`src/rtl/core/hilbert_index_to_xy_assert.svh`:
```
// ----------------------------------------------------------------------------
// Hilbert index to XY - assertion macros
// Concurrent assertion wrappers, compiled out for synthesis.
// ----------------------------------------------------------------------------
`ifndef HILBERT_INDEX_TO_XY_ASSERT_SVH
`define HILBERT_INDEX_TO_XY_ASSERT_SVH

`ifndef SYNTHESIS
`define H2XY_ASSERT(label, clk, rst_n, prop) \
    label: assert property (@(posedge clk) disable iff (!rst_n) prop) \
        else $error("hilbert_index_to_xy assertion failed");
`define H2XY_ASSERT_ALWAYS(label, clk, prop) \
    label: assert property (@(posedge clk) prop) \
        else $error("hilbert_index_to_xy assertion failed");
`else
`define H2XY_ASSERT(label, clk, rst_n, prop)
`define H2XY_ASSERT_ALWAYS(label, clk, prop)
`endif

`endif

```
`src/rtl/core/hi2xy_pkg.sv`:
```
// ----------------------------------------------------------------------------
// Hilbert index to XY - package
// Shared widths, defaults and quadrant codes.
// ----------------------------------------------------------------------------
package hi2xy_pkg;

    localparam int ORDER_W       = 5;
    localparam int STEP_W        = 33;
    localparam int COORD_W       = 17;
    localparam int MAX_ORDER_DEF = 16;
    localparam logic [ORDER_W-1:0] ORDER_RST = 5'd3;

    typedef enum logic [1:0] {
        Q_LOWER_LEFT  = 2'd0,
        Q_UPPER_LEFT  = 2'd1,
        Q_UPPER_RIGHT = 2'd2,
        Q_LOWER_RIGHT = 2'd3
    } t_quad;

endpackage

```
`src/rtl/core/hilbert_index_to_xy.sv`:
```
// ----------------------------------------------------------------------------
// Hilbert index to XY - top level
// Maps a 1-based Hilbert curve step to 1-based (x,y) on a 2^order square.
// ----------------------------------------------------------------------------
// A row of MAX_ORDER level cells, one per curve level, each a register stage.
// One request is taken every cycle while o_in_stall is low; a stalled
// output holds the last cell, and the rest of the row keeps filling empty
// stages, so up to MAX_ORDER requests are in flight. order is written through
// i_cfg_we/i_cfg_wdata (0 acts as 1, above MAX_ORDER acts as MAX_ORDER).
// Steps of 0 or above 4^order give range_error with (1,1).
`include "hilbert_index_to_xy_assert.svh"

module hilbert_index_to_xy #(
    parameter int MAX_ORDER = hi2xy_pkg::MAX_ORDER_DEF
) (
    input  logic                           i_clk,
    input  logic                           i_rst_n,
    input  logic                           i_cfg_we,
    input  logic [hi2xy_pkg::ORDER_W-1:0]  i_cfg_wdata,
    input  logic                           i_in_valid,
    output logic                           o_in_stall,
    input  logic [hi2xy_pkg::STEP_W-1:0]   i_step_index,
    output logic                           o_out_valid,
    input  logic                           i_out_stall,
    output logic [hi2xy_pkg::COORD_W-1:0]  o_coord_x,
    output logic [hi2xy_pkg::COORD_W-1:0]  o_coord_y,
    output logic                           o_range_error
);

    localparam int CW = MAX_ORDER + 1;
    localparam int DW = 2 * MAX_ORDER;
    localparam int OW = $clog2(MAX_ORDER + 1);
    localparam int NC = MAX_ORDER;

    logic [hi2xy_pkg::ORDER_W-1:0] r_order;
    logic [hi2xy_pkg::ORDER_W-1:0] w_eff5;
    logic [OW-1:0]                 w_eff;
    logic [63:0]                   w_d64;
    logic [63:0]                   w_lim;
    logic                          w_err;

    logic          w_valid [NC+1];
    logic          w_stall [NC+1];
    logic          w_cerr  [NC+1];
    logic [DW-1:0] w_d     [NC+1];
    logic [CW-1:0] w_x     [NC+1];
    logic [CW-1:0] w_y     [NC+1];

    always_ff @(posedge i_clk) begin
        if (!i_rst_n) begin
            r_order <= hi2xy_pkg::ORDER_RST;
        end else if (i_cfg_we) begin
            r_order <= i_cfg_wdata;
        end
    end

    always_comb begin
        w_eff5 = r_order;
        if (r_order == '0) begin
            w_eff5 = hi2xy_pkg::ORDER_W'(1);
        end else if (r_order > hi2xy_pkg::ORDER_W'(MAX_ORDER)) begin
            w_eff5 = hi2xy_pkg::ORDER_W'(MAX_ORDER);
        end
    end

    assign w_eff = OW'(w_eff5);
    assign w_d64 = 64'(i_step_index) - 64'd1;
    assign w_lim = 64'd1 << {w_eff5, 1'b0};
    assign w_err = (i_step_index == '0) || (64'(i_step_index) > w_lim);

    assign w_valid[0] = i_in_valid;
    assign w_cerr[0]  = w_err;
    assign w_d[0]     = w_d64[DW-1:0];
    assign w_x[0]     = CW'(1);
    assign w_y[0]     = CW'(1);
    assign o_in_stall = w_stall[0];
    assign w_stall[NC] = i_out_stall;

    for (genvar k = 0; k < NC; k++) begin : g_cell
        hi2xy_cell #(
            .LEVEL (k),
            .CW    (CW),
            .DW    (DW),
            .OW    (OW)
        ) u_cell (
            .i_clk       (i_clk),
            .i_rst_n     (i_rst_n),
            .i_eff_order (w_eff),
            .i_valid     (w_valid[k]),
            .o_stall     (w_stall[k]),
            .i_err       (w_cerr[k]),
            .i_d         (w_d[k]),
            .i_x         (w_x[k]),
            .i_y         (w_y[k]),
            .o_valid     (w_valid[k+1]),
            .i_stall     (w_stall[k+1]),
            .o_err       (w_cerr[k+1]),
            .o_d         (w_d[k+1]),
            .o_x         (w_x[k+1]),
            .o_y         (w_y[k+1])
        );
    end

    assign o_out_valid   = w_valid[NC];
    assign o_range_error = w_cerr[NC];
    assign o_coord_x     = w_cerr[NC] ? hi2xy_pkg::COORD_W'(1)
                                      : hi2xy_pkg::COORD_W'(w_x[NC]);
    assign o_coord_y     = w_cerr[NC] ? hi2xy_pkg::COORD_W'(1)
                                      : hi2xy_pkg::COORD_W'(w_y[NC]);

    `H2XY_ASSERT(a_err_gives_origin, i_clk, i_rst_n, o_out_valid && o_range_error |-> o_coord_x == hi2xy_pkg::COORD_W'(1) && o_coord_y == hi2xy_pkg::COORD_W'(1))
    `H2XY_ASSERT(a_accept_fills_first, i_clk, i_rst_n, i_in_valid && !o_in_stall |=> w_valid[1])
    `H2XY_ASSERT(a_coord_nonzero, i_clk, i_rst_n, o_out_valid && !o_range_error |-> w_x[NC] != '0 && w_y[NC] != '0)
    `H2XY_ASSERT(a_eff_order_range, i_clk, i_rst_n, w_eff5 != '0 && w_eff5 <= hi2xy_pkg::ORDER_W'(MAX_ORDER))

endmodule

```
`src/rtl/core/hi2xy_cell.sv`:
```
// ----------------------------------------------------------------------------
// Hilbert index to XY - level cell
// Applies one curve level's quadrant transform and registers the request.
// ----------------------------------------------------------------------------
module hi2xy_cell #(
    parameter int LEVEL = 0,
    parameter int CW    = hi2xy_pkg::COORD_W,
    parameter int DW    = 2 * hi2xy_pkg::MAX_ORDER_DEF,
    parameter int OW    = hi2xy_pkg::ORDER_W
) (
    input  logic          i_clk,
    input  logic          i_rst_n,
    input  logic [OW-1:0] i_eff_order,
    input  logic          i_valid,
    output logic          o_stall,
    input  logic          i_err,
    input  logic [DW-1:0] i_d,
    input  logic [CW-1:0] i_x,
    input  logic [CW-1:0] i_y,
    output logic          o_valid,
    input  logic          i_stall,
    output logic          o_err,
    output logic [DW-1:0] o_d,
    output logic [CW-1:0] o_x,
    output logic [CW-1:0] o_y
);

    localparam logic [CW-1:0] H     = CW'(1) << LEVEL;
    localparam logic [CW-1:0] H_P1  = H + CW'(1);
    localparam logic [CW-1:0] H2_P1 = (H << 1) + CW'(1);

    logic            r_valid;
    logic            r_err;
    logic [DW-1:0]   r_d;
    logic [CW-1:0]   r_x;
    logic [CW-1:0]   r_y;
    logic [CW-1:0]   n_x;
    logic [CW-1:0]   n_y;
    logic            w_load;
    logic            w_active;
    hi2xy_pkg::t_quad w_quad;

    assign o_stall  = r_valid & i_stall;
    assign w_load   = ~o_stall;
    assign w_quad   = hi2xy_pkg::t_quad'(i_d[2*LEVEL+1 -: 2]);
    assign w_active = ~i_err & (OW'(LEVEL) < i_eff_order);

    always_comb begin
        n_x = i_x;
        n_y = i_y;
        if (w_active) begin
            case (w_quad)
                hi2xy_pkg::Q_LOWER_LEFT: begin
                    n_x = i_y;
                    n_y = i_x;
                end
                hi2xy_pkg::Q_UPPER_LEFT: begin
                    n_y = i_y + H;
                end
                hi2xy_pkg::Q_UPPER_RIGHT: begin
                    n_x = i_x + H;
                    n_y = i_y + H;
                end
                hi2xy_pkg::Q_LOWER_RIGHT: begin
                    n_x = H2_P1 - i_y;
                    n_y = H_P1 - i_x;
                end
                default: begin
                    n_x = i_x;
                    n_y = i_y;
                end
            endcase
        end
    end

    always_ff @(posedge i_clk) begin
        if (!i_rst_n) begin
            r_valid <= 1'b0;
        end else if (w_load) begin
            r_valid <= i_valid;
        end
    end

    always_ff @(posedge i_clk) begin
        if (w_load) begin
            r_err <= i_err;
            r_d   <= i_d;
            r_x   <= n_x;
            r_y   <= n_y;
        end
    end

    assign o_valid = r_valid;
    assign o_err   = r_err;
    assign o_d     = r_d;
    assign o_x     = r_x;
    assign o_y     = r_y;

endmodule

```
`config.mk`:
```
export PLATFORM = sky130hd
export DESIGN_NAME = hilbert_index_to_xy
export DESIGN_NICKNAME = d
export VERILOG_FILES = /design/src/rtl/core/hi2xy_pkg.sv /design/src/rtl/core/hilbert_index_to_xy.sv /design/src/rtl/core/hi2xy_cell.sv
export VERILOG_INCLUDE_DIRS = /design/src /design/src/rtl/core
export SDC_FILE = /design/constraint.sdc
export NUM_CORES = 2
export LEC_CHECK = 0
export ABC_AREA = 1
export BUFFER_PORTS_ARGS = -buffer_cell sky130_fd_sc_hd__buf_2
export CELL_PAD_IN_SITES_DETAIL_PLACEMENT = 1
export CELL_PAD_IN_SITES_GLOBAL_PLACEMENT = 1
export CORE_UTILIZATION = 40
export DETAILED_ROUTE_END_ITERATION = 10
export PLACE_DENSITY_LB_ADDON = 0.1
export REMOVE_ABC_BUFFERS = 1
export SETUP_SLACK_MARGIN = 0.5
export SKIP_CTS_REPAIR_TIMING = 1
export SLEW_MARGIN = 15
export SYNTH_ARGS = -nofsm -noshare
export SYNTH_HDL_FRONTEND = slang
export SYNTH_HIERARCHICAL = 1
export SYNTH_SLANG_ARGS = --single-unit
```
`constraint.sdc`:
```
create_clock -name i_clk -period 40.5 [get_ports i_clk]
set_input_delay 4.05 -clock i_clk [delete_from_list [all_inputs] [get_ports i_clk]]
set_output_delay 4.05 -clock i_clk [all_outputs]
set_load 0.02 [all_outputs]
```
==> summary.md <==
| Metric | Value |
|---|---|
| Worst hold slack | 0.412 ns |
| Period utilization | 50.4% |
| Worst setup SP type | input pin |
| Outcome | complete, no violations |
| CTS tree | built |
| Crit Path Max Fanout | 62 |
| Hold Path End | g_cell[8].u_cell/o_d[29] |
| Max incr delay on CP | between 0.8 and 0.9 ns |
| Fin nets | slightly below 9000 |
| Critical path arrival | around 16 ns |
| Layout cells sized above 1 | between 8 and 9% |
| Htree depth | 3 |
| Static Leak | about 30 nW |
| Cell repeated most along the worst path | inv_1 |
| Synth Cell Area | about 0.062 mm2 |
| Vias per cell | around 5.6 |
| FMAX | 0.0490 GHz |
| Hold path startpoint | g_cell[7].u_cell/o_d[29] |
| Final GP Congestion | ~0.95 |
| Final setup fails | 0 |
| Max-cap violations | 0 |
| Critical path class | input pin to output port |
| Reg clk slew, reported paths | approximately 0.060 ns |
| Hold Crit Class | flop to flop |
| RSZ-0062 raised after global routing | no |
| FF-to-FF End | g_cell[0].u_cell/o_y[14] |
| Final Skew | between 0.05 and 0.06 ns |
| # IOs | 80 |
| Vias | around 59000 |
| Cells after synthesis | between 8000 and 9000 |
| Max Root-Sink Buffers | 3 |
| Die H | just under 400 um |
| Worst setup EP type | output port |
| GR Util All Layers | between 20% and 30% |
| Clock Latency Late Sink | approximately 0.71 ns |
| Cts bufs inserted | 94 |
| Slew @ Worst Pin | roughly 1.1 ns |
| Num Clock Sinks | around 820 |
| Peak VDD IR | between 30 and 40 uV |
| Mean Syn Cell Area | 7.27 um2 |
| R2R setup slack | roughly 27 ns |
| First-pass GRT wire length | 351 mm |
| # port buffers | between 70 and 80 |
| Hold Violations, Final | 0 |
| CP max-delay cell | nand2_2 |
| DRT iter0 DRCs | about 4800 |
| Area grow syn2layout | 8.82% |
| Drt total wl | about 230 mm |
| Reg2reg path depth | 43 |
| Final min period | 20.40 ns |
| Detailed Place HPWL | around 180 mm |
| Residual DRC | 0 |
| Wire length per cell | about 21 um |
| Core area | ~0.15 mm2 |
| Full die area | 0.156 mm2 |
| GRT Residual Overflow | 0 |
| Initial antenna violation count | 24 |
| Num rows | roughly 140 |
| Hold path cells | 0 |
| Reg2reg start | g_cell[15].u_cell/o_valid |
| Initial Utilization | 40.4% |
| Die width | 394 um |
| Setup TNS | 0 ns |
| Vias in the first global route | a little under 60000 |
| Yosys Warn Count | 6 |
| Worst slew margin | slightly below 30% |
| Critical Path RT | ~36 ns |
| Largest net degree at the start of global routing | 64 |
| Clk root buf | clkbuf_16 |
| Drt first pass iters | 6 |
| Fin. max-slew vios | 0 |
| Pwr dens | about 61 mW/mm2 |
| DRT antenna net count | 0 |
-- through the flow --
step	instance area (um2)	instances	setup WS, ns	total power [mW]	utilization [%]
floorplan	60600	8350	11.34	2.54	-
global placement	63900	10500	20.47	3.13	41.9
detailed placement	63900	10500	19.74	3.17	41.9
CTS	67000	10700	19.66	4.06	44.0
global route	67000	10700	18.59	4.32	44.0
finish	67100	10700	20.10	4.07	44.0
-- worst max-delay path, delay by kind of cell --
| kind | cells | cell delay [ns] |
|---|---|---|
| simple gates | 16 | 3.77 |
| buf+inv | 29 | 8.34 |
-- placed cells by master (no fill, tap or decap), types with 79 or more instances in the layout --
| master | n |
|---|---|
| a21oi_1 | 320 |
| edfxtp_1 | 800 |
| o21ai_1 | 98 |
| conb_1 | 132 |
| o21ai_0 | 525 |
| clkbuf_16 | 94 |
| buf_2 | 79 |
| nand4_1 | 118 |
| nand2_1 | 2270 |
| ha_1 | 200 |
| inv_1 | 952 |
| nor2_1 | 911 |
| o22ai_1 | 124 |
| nor2_2 | 126 |
| nand3_1 | 997 |
| inv_2 | 107 |
-- power breakdown --
group / internal (mW) / switching [mW] / total, mW
Clock: 0.494 / 0.367 / 0.861
Sequential: 1.24 / 0.389 / 1.63
Combinational: 0.468 / 1.11 / 1.57
Total: 2.21 / 1.86 / 4.07
-- flip-flops by register name, indices dropped and copies added, names as in the netlist --
| signal | count |
|---|---|
| g_cell.u_cell/o_d | 240 |
| g_cell.u_cell/o_err | 16 |
| g_cell.u_cell/o_valid | 16 |
| g_cell.u_cell/o_x | 272 |
| g_cell.u_cell/o_y | 272 |
| r_order | 5 |
-- layout make-up --
class | count | area, um2
antenna | 9 | 22.5
tap | 2030 | 2540
clock inverter | 68 | 712
inverter | 1080 | 4070
fill | 19400 | 85400
timing repair buffer | 116 | 673
multi-input combinational | 6449 | 32200
sequential | 821 | 24400
clock buffer | 109 | 2430
-- routing by layer --
metal | vias up | track usage, % | share of wire, %
li1 | 28300 | - | -
met1 | 29100 | 41.0 | 46
met2 | 1730 | 46.6 | 46
met3 | 296 | 2.52 | 5.1
met4 | 8 | 7.69 | 2.4
met5 | - | 0 | 0.024
-- worst max path at each step --
stage	from	endpoint	slack, ns	cells after the start
after global routing	i_out_stall	o_in_stall	18.59	45
after detailed placement	i_out_stall	o_in_stall	19.74	45
after CTS	i_out_stall	o_in_stall	19.66	45
after global placement	i_out_stall	o_in_stall	20.47	45
after floorplan	i_out_stall	o_in_stall	11.34	32
final	i_out_stall	o_in_stall	20.10	45
No activity file was read; power rests on OpenSTA's default activity.
